**src/rtl/csel_pkg.sv**
```systemverilog
// shared types, codes and helpers of the cell selection scanner
package csel_pkg;

  localparam int CNT_W  = 7;
  localparam int ID_W   = 16;
  localparam int MCC_W  = 10;
  localparam int MNC_W  = 10;
  localparam int TAC_W  = 24;
  localparam int NCI_W  = 36;
  localparam int DBM_W  = 9;
  localparam int CFG_W  = 10;
  localparam logic [CNT_W-1:0] CNT_MAX = 7'd127;

  typedef enum logic [1:0] {
    CMD_ADD_FTAI = 2'd0,
    CMD_CLR_FTAI = 2'd1,
    CMD_CELL     = 2'd2,
    CMD_END_SCAN = 2'd3
  } cmd_t;

  typedef enum logic [1:0] {
    CFG_PLMN_VALID   = 2'd0,
    CFG_SEL_MCC      = 2'd1,
    CFG_SEL_MNC      = 2'd2,
    CFG_SEL_LONG_MNC = 2'd3
  } cfg_idx_t;

  typedef enum logic [1:0] {
    CAT_NONE       = 2'd0,
    CAT_SUITABLE   = 2'd1,
    CAT_ACCEPTABLE = 2'd2
  } cat_t;

  typedef struct packed {
    logic [MCC_W-1:0] mcc;
    logic [MNC_W-1:0] mnc;
    logic             long_mnc;
    logic [TAC_W-1:0] tac;
  } tai_t;

  typedef struct packed {
    logic                    valid;
    logic                    match;
    logic [ID_W-1:0]         id;
    tai_t                    tai;
    logic [NCI_W-1:0]        nci;
    logic signed [DBM_W-1:0] dbm;
  } cand_t;

  typedef struct packed {
    cmd_t                    cmd;
    logic [ID_W-1:0]         id;
    tai_t                    tai;
    logic [NCI_W-1:0]        nci;
    logic signed [DBM_W-1:0] dbm;
    logic                    si;
    logic                    barred;
    logic                    reserved;
  } item_t;

  typedef struct packed {
    logic [CNT_W-1:0] si;
    logic [CNT_W-1:0] plmn;
    logic [CNT_W-1:0] bar;
    logic [CNT_W-1:0] res;
    logic [CNT_W-1:0] ftai;
  } rej_cnt_t;

  typedef struct packed {
    logic add;
    logic clr;
  } ftai_ctl_t;

  typedef struct packed {
    logic scan_cell;
    logic clear;
  } trk_ctl_t;

  typedef struct packed {
    cand_t    suit;
    cand_t    acc;
    rej_cnt_t suit_cnt;
    rej_cnt_t acc_cnt;
  } scan_sum_t;

  function automatic logic [CNT_W-1:0] sat_inc(input logic [CNT_W-1:0] c);
    return (c == CNT_MAX) ? c : c + CNT_W'(1);
  endfunction

endpackage

```
**src/rtl/csel_ftai_table.sv**
```systemverilog
// forbidden tracking area table with parallel lookup
module csel_ftai_table #(
  parameter int FORBIDDEN_DEPTH = 16
) (
  input  logic               clk,
  input  logic               rst_n,
  input  csel_pkg::ftai_ctl_t ctl,
  input  csel_pkg::tai_t     tai,
  output logic               hit
);

  localparam int UW = $clog2(FORBIDDEN_DEPTH + 1);
  localparam int IW = (FORBIDDEN_DEPTH > 1) ? $clog2(FORBIDDEN_DEPTH) : 1;

  csel_pkg::tai_t       tbl_r [FORBIDDEN_DEPTH];
  logic [UW-1:0]        used_r, used_nxt;
  logic [FORBIDDEN_DEPTH-1:0] hit_vec;
  logic                 room;

  assign room = (used_r < UW'(FORBIDDEN_DEPTH));

  // only filled entries take part
  for (genvar g = 0; g < FORBIDDEN_DEPTH; g++) begin : g_cmp
    assign hit_vec[g] = (UW'(g) < used_r) && (tbl_r[g] == tai);
  end
  assign hit = |hit_vec;

  always_comb begin
    used_nxt = used_r;
    if (ctl.clr) begin
      used_nxt = '0;
    end else if (ctl.add && room) begin
      used_nxt = used_r + UW'(1);
    end
  end

  always_ff @(posedge clk) begin
    if (!rst_n) begin
      used_r <= '0;
    end else begin
      used_r <= used_nxt;
    end
  end

  always_ff @(posedge clk) begin
    if (ctl.add && room) begin
      tbl_r[used_r[IW-1:0]] <= tai;
    end
  end

  a_used_bound: assert property (@(posedge clk) disable iff (!rst_n)
    used_r <= UW'(FORBIDDEN_DEPTH))
    else $error("forbidden table fill beyond depth");

endmodule

```
**src/rtl/csel_tracker.sv**
```systemverilog
// running best suitable and acceptable cells and reject counters of one scan
module csel_tracker #(
  parameter int MAX_CELLS = 64
) (
  input  logic                 clk,
  input  logic                 rst_n,
  input  csel_pkg::trk_ctl_t   ctl,
  input  csel_pkg::item_t      item,
  input  logic                 plmn_valid,
  input  logic                 match,
  input  logic                 forb,
  output csel_pkg::scan_sum_t  sum
);

  localparam int SCW = $clog2(MAX_CELLS + 1);

  logic [SCW-1:0]     ncell_r, ncell_nxt;
  csel_pkg::cand_t    suit_r, suit_nxt;
  csel_pkg::cand_t    acc_r, acc_nxt;
  csel_pkg::rej_cnt_t scnt_r, scnt_nxt;
  csel_pkg::rej_cnt_t acnt_r, acnt_nxt;
  csel_pkg::cand_t    cur;
  logic               take;
  logic               suit_better;
  logic               acc_better;

  always_comb begin
    cur       = '0;
    cur.valid = 1'b1;
    cur.match = match;
    cur.id    = item.id;
    cur.tai   = item.tai;
    cur.nci   = item.nci;
    cur.dbm   = item.dbm;
  end

  assign take = ctl.scan_cell && (ncell_r < SCW'(MAX_CELLS));

  // stronger wins, smaller id on equal signal
  assign suit_better = !suit_r.valid ||
                       ($signed(item.dbm) > $signed(suit_r.dbm)) ||
                       (($signed(item.dbm) == $signed(suit_r.dbm)) && (item.id < suit_r.id));

  // plmn match first, then signal, then larger nci
  always_comb begin
    priority if (!acc_r.valid) begin
      acc_better = 1'b1;
    end else if (match != acc_r.match) begin
      acc_better = match;
    end else if ($signed(item.dbm) != $signed(acc_r.dbm)) begin
      acc_better = $signed(item.dbm) > $signed(acc_r.dbm);
    end else begin
      acc_better = item.nci > acc_r.nci;
    end
  end

  always_comb begin
    ncell_nxt = ncell_r;
    suit_nxt  = suit_r;
    acc_nxt   = acc_r;
    scnt_nxt  = scnt_r;
    acnt_nxt  = acnt_r;
    if (ctl.clear) begin
      ncell_nxt = '0;
      suit_nxt  = '0;
      acc_nxt   = '0;
      scnt_nxt  = '0;
      acnt_nxt  = '0;
    end else if (take) begin
      ncell_nxt = ncell_r + SCW'(1);
      if (plmn_valid) begin
        priority if (!item.si) begin
          scnt_nxt.si = csel_pkg::sat_inc(scnt_r.si);
        end else if (!match) begin
          scnt_nxt.plmn = csel_pkg::sat_inc(scnt_r.plmn);
        end else if (item.barred) begin
          scnt_nxt.bar = csel_pkg::sat_inc(scnt_r.bar);
        end else if (item.reserved) begin
          scnt_nxt.res = csel_pkg::sat_inc(scnt_r.res);
        end else if (forb) begin
          scnt_nxt.ftai = csel_pkg::sat_inc(scnt_r.ftai);
        end else if (suit_better) begin
          suit_nxt = cur;
        end
      end
      priority if (!item.si) begin
        acnt_nxt.si = csel_pkg::sat_inc(acnt_r.si);
      end else if (item.barred) begin
        acnt_nxt.bar = csel_pkg::sat_inc(acnt_r.bar);
      end else if (item.reserved) begin
        acnt_nxt.res = csel_pkg::sat_inc(acnt_r.res);
      end else if (forb) begin
        acnt_nxt.ftai = csel_pkg::sat_inc(acnt_r.ftai);
      end else if (acc_better) begin
        acc_nxt = cur;
      end
    end
  end

  always_ff @(posedge clk) begin
    if (!rst_n) begin
      ncell_r <= '0;
      suit_r  <= '0;
      acc_r   <= '0;
      scnt_r  <= '0;
      acnt_r  <= '0;
    end else begin
      ncell_r <= ncell_nxt;
      suit_r  <= suit_nxt;
      acc_r   <= acc_nxt;
      scnt_r  <= scnt_nxt;
      acnt_r  <= acnt_nxt;
    end
  end

  assign sum.suit     = suit_r;
  assign sum.acc      = acc_r;
  assign sum.suit_cnt = scnt_r;
  assign sum.acc_cnt  = acnt_r;

  a_suit_match: assert property (@(posedge clk) disable iff (!rst_n)
    suit_r.valid |-> suit_r.match)
    else $error("suitable cell kept without plmn match");

  a_ncell_bound: assert property (@(posedge clk) disable iff (!rst_n)
    ncell_r <= SCW'(MAX_CELLS))
    else $error("scan cell count beyond limit");

endmodule

```
**src/rtl/cell_selection_scanner_unit.sv**
```systemverilog
// top level of the cell selection scanner: request register, table, tracker, result register
//
// Scans cell descriptions one request at a time. A request carries one command: add a
// forbidden tracking area, clear the forbidden table, describe a cell, or end the scan.
// Each cell is checked for system info, barring, reservation and a forbidden tracking
// area, once against the selected PLMN (suitable) and once without it (acceptable),
// and the best of each kind is kept. Ending a scan emits one result with the chosen
// cell, its category, the reject counters of the pass used and whether the chosen id
// changed since the last scan; the other commands emit nothing. Rate: one request per
// clock, sustained. A request is registered on acceptance and is fully processed in the
// next cycle (parallel compare against every forbidden entry plus one running-best
// update), so out_valid rises at the clock edge right after the one that took its
// end-of-scan request. in_stall rises only while an end-of-scan request waits behind a
// result that the sink has not taken yet. Configuration is sampled per cell; write it
// while idle.
module cell_selection_scanner_unit #(
  parameter int FORBIDDEN_DEPTH = 16,
  parameter int MAX_CELLS       = 64
) (
  input  logic        clk,
  input  logic        rst_n,
  // configuration write port
  input  logic        cfg_wr_en,
  input  logic [1:0]  cfg_index,
  input  logic [9:0]  cfg_wdata,
  // request channel
  input  logic        in_valid,
  output logic        in_stall,
  input  logic [1:0]  in_command,
  input  logic [15:0] in_cell_id,
  input  logic [9:0]  in_mcc,
  input  logic [9:0]  in_mnc,
  input  logic        in_long_mnc,
  input  logic [23:0] in_tac,
  input  logic [35:0] in_nci,
  input  logic signed [8:0] in_signal_dbm,
  input  logic        in_si_present,
  input  logic        in_barred,
  input  logic        in_reserved,
  // result channel
  output logic        out_valid,
  input  logic        out_stall,
  output logic [15:0] out_selected_cell,
  output logic [1:0]  out_category,
  output logic [9:0]  out_mcc,
  output logic [9:0]  out_mnc,
  output logic        out_long_mnc,
  output logic [23:0] out_tac,
  output logic        out_cell_changed,
  output logic [6:0]  out_si_missing_count,
  output logic [6:0]  out_out_of_plmn_count,
  output logic [6:0]  out_barred_count,
  output logic [6:0]  out_reserved_count,
  output logic [6:0]  out_forbidden_count
);

  // configuration registers
  logic                           plmn_valid_r;
  logic [csel_pkg::MCC_W-1:0]     sel_mcc_r;
  logic [csel_pkg::MNC_W-1:0]     sel_mnc_r;
  logic                           sel_long_mnc_r;

  // request stage
  logic                 s1_v_r, s1_v_nxt;
  csel_pkg::item_t      s1_r;
  csel_pkg::item_t      in_item;
  logic                 in_take;
  logic                 s1_end;
  logic                 s1_go;

  // sub-block links
  csel_pkg::ftai_ctl_t  ftai_ctl;
  csel_pkg::trk_ctl_t   trk_ctl;
  csel_pkg::scan_sum_t  sum;
  logic                 forb;
  logic                 match;

  // result selection
  logic                 use_suit;
  csel_pkg::cand_t      ch;
  csel_pkg::cat_t       cat;
  csel_pkg::rej_cnt_t   cnt;
  logic                 emit;

  // result register and last reported id
  logic                        out_valid_r, out_valid_nxt;
  logic [csel_pkg::ID_W-1:0]   sel_cell_r;
  csel_pkg::cat_t              cat_r;
  csel_pkg::tai_t              tai_out_r;
  logic                        changed_r;
  csel_pkg::rej_cnt_t          cnt_out_r;
  logic [csel_pkg::ID_W-1:0]   last_sel_r;

  // ---------------------------------------------------------------------------
  // configuration writes
  // ---------------------------------------------------------------------------
  always_ff @(posedge clk) begin
    if (!rst_n) begin
      plmn_valid_r   <= 1'b0;
      sel_mcc_r      <= '0;
      sel_mnc_r      <= '0;
      sel_long_mnc_r <= 1'b0;
    end else if (cfg_wr_en) begin
      unique case (csel_pkg::cfg_idx_t'(cfg_index))
        csel_pkg::CFG_PLMN_VALID:   plmn_valid_r   <= cfg_wdata[0];
        csel_pkg::CFG_SEL_MCC:      sel_mcc_r      <= cfg_wdata[csel_pkg::MCC_W-1:0];
        csel_pkg::CFG_SEL_MNC:      sel_mnc_r      <= cfg_wdata[csel_pkg::MNC_W-1:0];
        csel_pkg::CFG_SEL_LONG_MNC: sel_long_mnc_r <= cfg_wdata[0];
        default: ;
      endcase
    end
  end

  // ---------------------------------------------------------------------------
  // request register
  // ---------------------------------------------------------------------------
  always_comb begin
    in_item.cmd          = csel_pkg::cmd_t'(in_command);
    in_item.id           = in_cell_id;
    in_item.tai.mcc      = in_mcc;
    in_item.tai.mnc      = in_mnc;
    in_item.tai.long_mnc = in_long_mnc;
    in_item.tai.tac      = in_tac;
    in_item.nci          = in_nci;
    in_item.dbm          = in_signal_dbm;
    in_item.si           = in_si_present;
    in_item.barred       = in_barred;
    in_item.reserved     = in_reserved;
  end

  assign s1_end   = (s1_r.cmd == csel_pkg::CMD_END_SCAN);
  // only an end-of-scan needs room in the result register
  assign in_stall = s1_v_r && s1_end && out_valid_r && out_stall;
  assign s1_go    = s1_v_r && !in_stall;
  assign in_take  = in_valid && !in_stall;

  always_comb begin
    s1_v_nxt = s1_v_r;
    if (in_take) begin
      s1_v_nxt = 1'b1;
    end else if (s1_go) begin
      s1_v_nxt = 1'b0;
    end
  end

  always_ff @(posedge clk) begin
    if (!rst_n) begin
      s1_v_r <= 1'b0;
    end else begin
      s1_v_r <= s1_v_nxt;
    end
  end

  always_ff @(posedge clk) begin
    if (in_take) begin
      s1_r <= in_item;
    end
  end

  // ---------------------------------------------------------------------------
  // processing of the registered request
  // ---------------------------------------------------------------------------
  assign ftai_ctl.add      = s1_go && (s1_r.cmd == csel_pkg::CMD_ADD_FTAI);
  assign ftai_ctl.clr      = s1_go && (s1_r.cmd == csel_pkg::CMD_CLR_FTAI);
  assign trk_ctl.scan_cell = s1_go && (s1_r.cmd == csel_pkg::CMD_CELL);
  assign trk_ctl.clear     = s1_go && s1_end;
  assign emit              = trk_ctl.clear;

  // plmn equality needs country code, network code and its length
  assign match = plmn_valid_r && (s1_r.tai.mcc == sel_mcc_r) &&
                 (s1_r.tai.mnc == sel_mnc_r) && (s1_r.tai.long_mnc == sel_long_mnc_r);

  csel_ftai_table #(
    .FORBIDDEN_DEPTH (FORBIDDEN_DEPTH)
  ) u_ftai (
    .clk   (clk),
    .rst_n (rst_n),
    .ctl   (ftai_ctl),
    .tai   (s1_r.tai),
    .hit   (forb)
  );

  csel_tracker #(
    .MAX_CELLS (MAX_CELLS)
  ) u_trk (
    .clk        (clk),
    .rst_n      (rst_n),
    .ctl        (trk_ctl),
    .item       (s1_r),
    .plmn_valid (plmn_valid_r),
    .match      (match),
    .forb       (forb),
    .sum        (sum)
  );

  // ---------------------------------------------------------------------------
  // end-of-scan choice: suitable if any, else best acceptable, else nothing
  // ---------------------------------------------------------------------------
  assign use_suit = plmn_valid_r && sum.suit.valid;

  always_comb begin
    ch  = '0;
    cat = csel_pkg::CAT_NONE;
    cnt = sum.acc_cnt;
    cnt.plmn = '0;
    if (use_suit) begin
      ch  = sum.suit;
      cat = csel_pkg::CAT_SUITABLE;
      cnt = sum.suit_cnt;
    end else if (sum.acc.valid) begin
      ch  = sum.acc;
      cat = csel_pkg::CAT_ACCEPTABLE;
    end
  end

  // ---------------------------------------------------------------------------
  // result register
  // ---------------------------------------------------------------------------
  always_comb begin
    out_valid_nxt = out_valid_r;
    if (emit) begin
      out_valid_nxt = 1'b1;
    end else if (!out_stall) begin
      out_valid_nxt = 1'b0;
    end
  end

  always_ff @(posedge clk) begin
    if (!rst_n) begin
      out_valid_r <= 1'b0;
      last_sel_r  <= '0;
    end else begin
      out_valid_r <= out_valid_nxt;
      if (emit) begin
        last_sel_r <= ch.id;
      end
    end
  end

  always_ff @(posedge clk) begin
    if (emit) begin
      sel_cell_r <= ch.id;
      cat_r      <= cat;
      tai_out_r  <= ch.tai;
      changed_r  <= (ch.id != last_sel_r);
      cnt_out_r  <= cnt;
    end
  end

  assign out_valid             = out_valid_r;
  assign out_selected_cell     = sel_cell_r;
  assign out_category          = cat_r;
  assign out_mcc               = tai_out_r.mcc;
  assign out_mnc               = tai_out_r.mnc;
  assign out_long_mnc          = tai_out_r.long_mnc;
  assign out_tac               = tai_out_r.tac;
  assign out_cell_changed      = changed_r;
  assign out_si_missing_count  = cnt_out_r.si;
  assign out_out_of_plmn_count = cnt_out_r.plmn;
  assign out_barred_count      = cnt_out_r.bar;
  assign out_reserved_count    = cnt_out_r.res;
  assign out_forbidden_count   = cnt_out_r.ftai;

  // ---------------------------------------------------------------------------
  // checks
  // ---------------------------------------------------------------------------
  a_stall_cause: assert property (@(posedge clk) disable iff (!rst_n)
    in_stall |-> (s1_v_r && s1_end && out_valid_r))
    else $error("request stalled without a pending end of scan");

  a_result_source: assert property (@(posedge clk) disable iff (!rst_n)
    $rose(out_valid_r) |-> $past(s1_v_r && s1_end))
    else $error("result appeared without an end of scan request");

  a_none_empty: assert property (@(posedge clk) disable iff (!rst_n)
    (out_valid_r && (cat_r == csel_pkg::CAT_NONE)) |->
      ((sel_cell_r == '0) && (cnt_out_r.plmn == '0) && (tai_out_r == '0)))
    else $error("empty result carries cell data");

endmodule
```
**config.mk**
```make
export PLATFORM = sky130hd
export DESIGN_NAME = cell_selection_scanner_unit
export DESIGN_NICKNAME = d
export VERILOG_FILES = /design/src/rtl/csel_pkg.sv /design/src/rtl/csel_ftai_table.sv /design/src/rtl/csel_tracker.sv /design/src/rtl/cell_selection_scanner_unit.sv
export SDC_FILE = /design/constraint.sdc
export NUM_CORES = 2
export LEC_CHECK = 0
export BUFFER_PORTS_ARGS = -buffer_cell sky130_fd_sc_hd__buf_2
export CAP_MARGIN = 40
export CORE_MARGIN = 1
export CORE_UTILIZATION = 55
export CTS_CLUSTER_SIZE = 25
export DETAILED_ROUTE_END_ITERATION = 6
export GPL_TIMING_DRIVEN = 0
export PLACE_DENSITY = 0.75
export SYNTH_ARGS = -nofsm -noshare
export SYNTH_HDL_FRONTEND = slang
export SYNTH_SLANG_ARGS = --single-unit
```
**constraint.sdc**
```tcl
create_clock -name clk -period 5.88 [get_ports clk]
set_clock_uncertainty 0.15 [all_clocks]
set_input_delay 0.588 -clock clk [delete_from_list [all_inputs] [get_ports clk]]
set_output_delay 0.588 -clock clk [all_outputs]
set_load 0.01 [all_outputs]
```
# Word level (Yosys, flattened, before mapping)
# Memories as Yosys holds them, arrays and structs flattened.
# Index checks and enable logic that the tools add are counted.
dict set report op_classes {
  n_addsub 11
  n_mul 0
  div 0
  order_cmp 22
  n_eq_ne 39
  n_shift 0
  muxes 13
  bitwise 15
  reduce_logical 57
}
# operator n
set op_table {}
lappend op_table {{$eq A45 B45 Y1} 16}
lappend op_table {{$mux W106} 2}
lappend op_table {{$add A7 B1 Y7 const B} 10}
lappend op_table {{$eq A7 B7 Y1 const B} 9}
lappend op_table {{$lt A4 B5 Y1 const A} 8}
lappend op_table {{$gt A36 B36 Y1} 1}
lappend op_table {{$mux W35} 1}
lappend op_table {{$logic_and A1 B1 Y1} 32}
lappend op_table {{$eq A10 B10 Y1} 2}
lappend op_table {{$lt A3 B5 Y1 const A} 4}
lappend op_table {{$gt A9 B9 Y1} 2}
lappend op_table {{$reduce_and A6 Y1} 3}
lappend op_table {{$lt A16 B16 Y1} 1}
lappend op_table {{$ne A16 B16 Y1} 1}
lappend op_table {{$reduce_and A8 Y1} 2}
lappend op_table {{$reduce_or A16 Y1} 1}
lappend op_table {{$not A1 Y1} 15}
lappend op_table {{$lt A1 B5 Y1 const A} 2}
lappend op_table {{$lt A2 B5 Y1 const A} 2}
lappend op_table {{$reduce_and A5 Y1} 2}
lappend op_table {{$eq A9 B9 Y1} 1}
lappend op_table {{$mux W1} 9}
lappend op_table {{$ne A9 B9 Y1} 1}
lappend op_table {{$eq A2 B2 Y1 const B} 4}
lappend op_table {{other kinds (17)} 26}
dict set report totals {
  reg_bits 540
  latch_bits 0
  ram_bits 720
  rom_bits 0
  in_bits 128
  output_inout_bits 101
  n_memories 1
}
# name depth word_bits rd rd_ports_with_merged_regs write_ports line_no
set memory_table {}
lappend memory_table {u_ftai.tbl_r 16 45 16 0 1 csel_ftai_table.sv:15} ;# csel_pkg::tai_t tbl_r [FORBIDDEN_DEPTH];

# Longest topological paths before layout
dict set report logic_depth {
  depth_word 10
  mapped_depth 14
  depth_no_buf 11
}

# Cells and area by module
# A second synthesis with hierarchy kept.
dict set report unflattened {
  hier_cells 4124
  area_unflattened_um2 53018.3
}
# module instances cells_per_inst area_each_um2 seq_area_each_um2
set by_module_without_submodules {}
lappend by_module_without_submodules {csel_ftai_table 1 1858 30509.3 21720.8}
lappend by_module_without_submodules {csel_tracker 1 1537 12936.2 5705.5}
lappend by_module_without_submodules {cell_selection_scanner_unit 1 729 9572.9 7106.8}

# Worst setup path before layout
# OpenSTA, ideal clock, no wires.
dict set report synth_timing {
  path_type {input -> register}
  start {in out_stall}
  end {reg s1_r[0] (netlist bit) (enable)}
  setup_ns 0.595
  t_arrival_ns 5.664
  t_required_ns 5.135
  slack_ns -0.529
  cell_stages 3
  path_cell_list {nand2_1 > nor2_1 > nor2b_1}
}
dict set report synth_between {
  elab_chain_len 3
}
# item line_no
set synth_lines {}
lappend synth_lines {{from (decl)} cell_selection_scanner_unit.sv:42} ;# input logic out_stall,
lappend synth_lines {{$logic_and A1 B1 Y1} cell_selection_scanner_unit.sv:133} ;# assign in_stall = s1_v_r && s1_end && out_valid_r && out_stall;
lappend synth_lines {{via in_stall} cell_selection_scanner_unit.sv:28} ;# output logic in_stall,
lappend synth_lines {{$logic_not A1 Y1} cell_selection_scanner_unit.sv:135} ;# assign in_take = in_valid && !in_stall;
lappend synth_lines {{$logic_and A1 B1 Y1} cell_selection_scanner_unit.sv:135}
lappend synth_lines {{via in_take} cell_selection_scanner_unit.sv:67} ;# logic in_take;
lappend synth_lines {{to (signal assigned)} cell_selection_scanner_unit.sv:156} ;# s1_r <= in_item;
lappend synth_lines {{to (decl)} cell_selection_scanner_unit.sv:65} ;# csel_pkg::item_t s1_r;
# The timed path passes the listed nets, and every way through them passes these cells.
# A chain may end at the register's enable or synchronous reset.

# Worst setup path in the final report
dict set report layout_timing {
  start {reg s1_r[90] (netlist bit)}
  end {reg u_trk.suit_r, in the netlist u_trk.sum[278]}
}
dict set report layout_between {
  elab_chain_len 5
  word_cells_on_any_way 39
  classes_between {eq/ne (17); bitwise (1); reduce/logical (21)}
}
# item line_no
set layout_lines {}
lappend layout_lines {{$eq A45 B45 Y1 / $eq A10 B10 Y1 (equally long branches)} {csel_ftai_table.sv:24, cell_selection_scanner_unit.sv:170}}
lappend layout_lines {{$logic_and A1 B1 Y1, on equally long branches} {csel_ftai_table.sv:24, cell_selection_scanner_unit.sv:170}}
lappend layout_lines {{$reduce_or A16 Y1 / $logic_and A1 B1 Y1 (equally long branches)} {csel_ftai_table.sv:26, cell_selection_scanner_unit.sv:170}}
lappend layout_lines {{$not A1 Y1 (no source line) / $logic_and A1 B1 Y1 (equally long branches)} --}
lappend layout_lines {{$reduce_and A8 Y1 (no source line) *} --}
lappend layout_lines {{to (signal assigned)} csel_tracker.sv:109} ;# suit_r <= suit_nxt;
lappend layout_lines {{to (decl)} csel_tracker.sv:18} ;# csel_pkg::cand_t suit_r, suit_nxt;
# Mark *: on every way between the ends. The rest lies on a longest branch, timed or not.

==> impl_results.md <==
- Status: finished with violations
- Failing checks: design-rule violations
- I/O pins: 229
- Overflow after GRT: 0
- Clock root buffer: clkbuf_16
- DRT antenna net count: 0
- Hpwl dp: 103000 um
- DR iter-0 viols: around 4200
- Core area: 93200 um^2
- Setup Crit Path Kind: register to register
- Crit-path slowest cell: edfxtp_1
- Crit-path leading delay family: simple AND/OR/NAND/NOR gates
- CP required: around 6400 ps
- Via/cell ratio: 5.86
- Critical Path AT: 6100 ps
- Leak: approximately 22 nW
- Post-synth ARST share: 0
- Reg-to-reg critical path startpoint: s1_r[90]$_DFFE_PP_
- Area Overhead vs Synth: 18.5%
- DIE AREA: around 95000 um^2
- Finished Core Util: 0.658
- Worst skew pair latency: 730 ps
- Chip height: 309 um
- Top_reg_cell synth: edfxtp_1
- Hold WS: 32.0 ps
- Slew Limit Fails: 0
- Vias in the first global route: ~33000
- Global Route Usage Sum: 0.318
- Worst path cell trace: buf_4 > buf_2 > xor2_1 > nor4_1 > nand4_1 > nor2_1 > nand4_1 > nand4_1 > nor3b_2 > nand4_1 > clkbuf_1 > buf_2 > mux2i_1
- Critical Path Fanout Max: 10
- Yosys reg bits: 1224
- WL/cell: roughly 26 um
- Die width: 309 um
- Register-to-Register Setup Slack: around 260 ps
- Max Cap Viol: 0
- Crit. End Element: register
- Avg Cell Area, Syn: 13.2 um^2
- Layout cells sized above 1: 0.138
- Initial Utilization: 0.555
- Pwr Total: 18.3 mW
- Worst VDD drop: 0.277 mV
- Leading area contributor after synthesis: edfxtp_1
- Period utilization: 0.956
- Sequential area share after synthesis: 0.654
- Port bufs: 228
- Hold Path Class: input pin to register
- F_max: 178 MHz
- Post-synthesis cell type count: 64
- EDFF count, synth: 930
- Seq. cell area: 33800 um^2
- TritonCTS clock tree: yes
- Clk sink count: 1224
- RSZ-0062 raised after global routing: no
- Largest net degree at the start of global routing: 67
- Gpl congestion: 0.927
- Cell Pwr Density: 298 nW/um^2
- Clock-pin slew on the worst setup and hold paths: 60 ps
- First-pass GRT wire length: approximately 220000 um
- Type of origin of the critical path: register
- Total CTS buffers: 120
- Initial antenna violation count: 8
- Synth Net Count: 4129
- Setup TNS: 0 ps
- DRC viols: 1
- Final min period: 5620 ps
- Worst slew margin: 0.347
- Worst-Margin Slew: a little under 1000 ps
- Post-synthesis cell count: 3918
- Fin. Hold Viols: 0
- Via count: around 34000
- Setup crit start: s1_r[90]$_DFFE_PP_
- FILL cells: between 6000 and 7000
- Final count of negative-setup-slack endpoints: 0
- Hold_sp: cfg_wdata[0]
- Ranking of synthesized cells by area: edfxtp_1, dfxtp_1, xor2_1
- Synthesis warning total: 0
- Top cell type's share of synthesized area: 0.540
- Final wirelength: 153000 um
- Site Rows: 112
- Nets: 4671
- Worst path bufs/invs: 4
- CP max stage delay: 900 ps
- Footprint of the multi-input gates: 16600 um^2
- CTS Buffer Depth: 3
- H-tree levels: 3
- Postcts setup bufs: 0
- DRT Pass-1 Iters: 7
- CP dominant cell by count: nand4_1
- Cell area after synthesis: 51700 um^2
[through the flow]
step / instance area (um^2) / instances / setup slack [ps]
final: 61300 / 5821 / 256
after CTS: 61300 / 5820 / 491
after global routing: 61300 / 5821 / 422
after global placement: 54400 / 5400 / -404
after detailed placement: 56200 / 5471 / 582
after floorplan: 51700 / 3918 / 1370
[placed cells by master, fill, tap and decap left out, types with 113 or more instances in the layout]
cell type        n
edfxtp_1       930
nand2_1        578
xor2_1         384
xnor2_1        374
buf_2          308
dfxtp_1        294
mux2i_1        192
nand4_1        138
clkbuf_16      122
dlygate4sd3_1  121
inv_1          113
[cell families (layout without fill, tap and decap cells)]
family,after synthesis,in the layout,share of synthesized area
flip-flops,1224,1224,0.654
AND/OR/NAND/NOR,1160,1160,0.106
XOR/XNOR,758,758,0.128
buffers and inverters,306,954,0.0277
AO/OA/AOI/OAI,195,195,0.0263
multiplexers,192,192,0.0372
adder cells (fa/ha/maj),83,83,0.0201
other,0,1,0
[sequential cells by signal, indices dropped and copies added (netlist names), 10 cells and up]
| register | count |
|---|---|
| u_trk.sum | 242 |
| out_mcc | 10 |
| out_tac | 24 |
| last_sel_r | 16 |
| s1_r | 111 |
| out_mnc | 10 |
| u_ftai.tbl_r | 720 |
| sel_mcc_r | 10 |
| out_selected_cell | 16 |
| sel_mnc_r | 10 |
[timing repair]
action / in CTS / in global routing
hold buffers: 121 / 0
resized for setup: 0 / 0
endpoints found under the hold margin: 128 / 0
[layout make-up]
type | instances | share of cell area
Tap cell | 1254 | 0.0256
Multi-Input combinational cell | 2388 | 0.271
Antenna cell | 1 | 0.0000408
Inverter | 114 | 0.00698
Clock inverter | 81 | 0.0109
Buffer | 192 | 0.0164
Timing Repair Buffer | 420 | 0.0647
Clock buffer | 147 | 0.0530
Sequential cell | 1224 | 0.552
[metal layers]
| layer | routed length (um) | global-route usage | vias to the layer above |
|---|---|---|---|
| met5 | 0 | 0 | - |
| met3 | 15500 | 0.0573 | 442 |
| met4 | 9040 | 0.170 | 0 |
| met2 | 72700 | 0.528 | 2035 |
| met1 | 55800 | 0.396 | 16681 |
| li1 | - | - | 14981 |
[worst reg2reg max path, delay by kind of cell, from the launching register on]
| kind | cells | cell delay (ps) |
|---|---|---|
| and+or+nand+nor | 7 | 2130 |
| buffers and inverters | 4 | 1910 |
| DFF | 1 | 900 |
| muxes | 1 | 270 |
| xor gates and xnor gates | 1 | 160 |
[where the power goes]
| group | leakage (nW) | internal [mW] | switching, mW | total (mW) |
|---|---|---|---|---|
| Clock | 1.94 | 4.31 | 3.34 | 7.65 |
| Sequential | 10.8 | 9.36 | 0.121 | 9.48 |
| Combinational | 9.30 | 0.420 | 0.702 | 1.12 |
[path summary, 6_finish.rpt]
kind / end / cells past startpoint
max reg2reg: u_trk.sum[278]$_SDFFE_PP0P_ / 13
min: sel_mnc_r[0]$_SDFFE_PN0P_ / 3
min reg2reg: u_trk.sum[170]$_SDFFE_PP0P_ / 2
max: u_trk.sum[278]$_SDFFE_PP0P_ / 13
[synthesized netlist by cell type (9+ instances only)]
master / number
edfxtp_1: 930
nand2_1: 578
xor2_1: 384
xnor2_1: 374
dfxtp_1: 294
mux2i_1: 192
nand4_1: 138
inv_1: 113
nor4_1: 110
nor2_1: 106
ha_1: 83
buf_2: 78
nand3_1: 76
clkbuf_1: 66
a21oi_1: 57
and3_1: 33
nand2b_1: 33
buf_4: 27
nor2b_1: 27
a21boi_0: 22
o21ai_0: 21
nor3_1: 20
o211a_1: 16
buf_1: 11
o2111ai_1: 9
or3_1: 9
No activity file was read; power rests on OpenSTA's default activity.
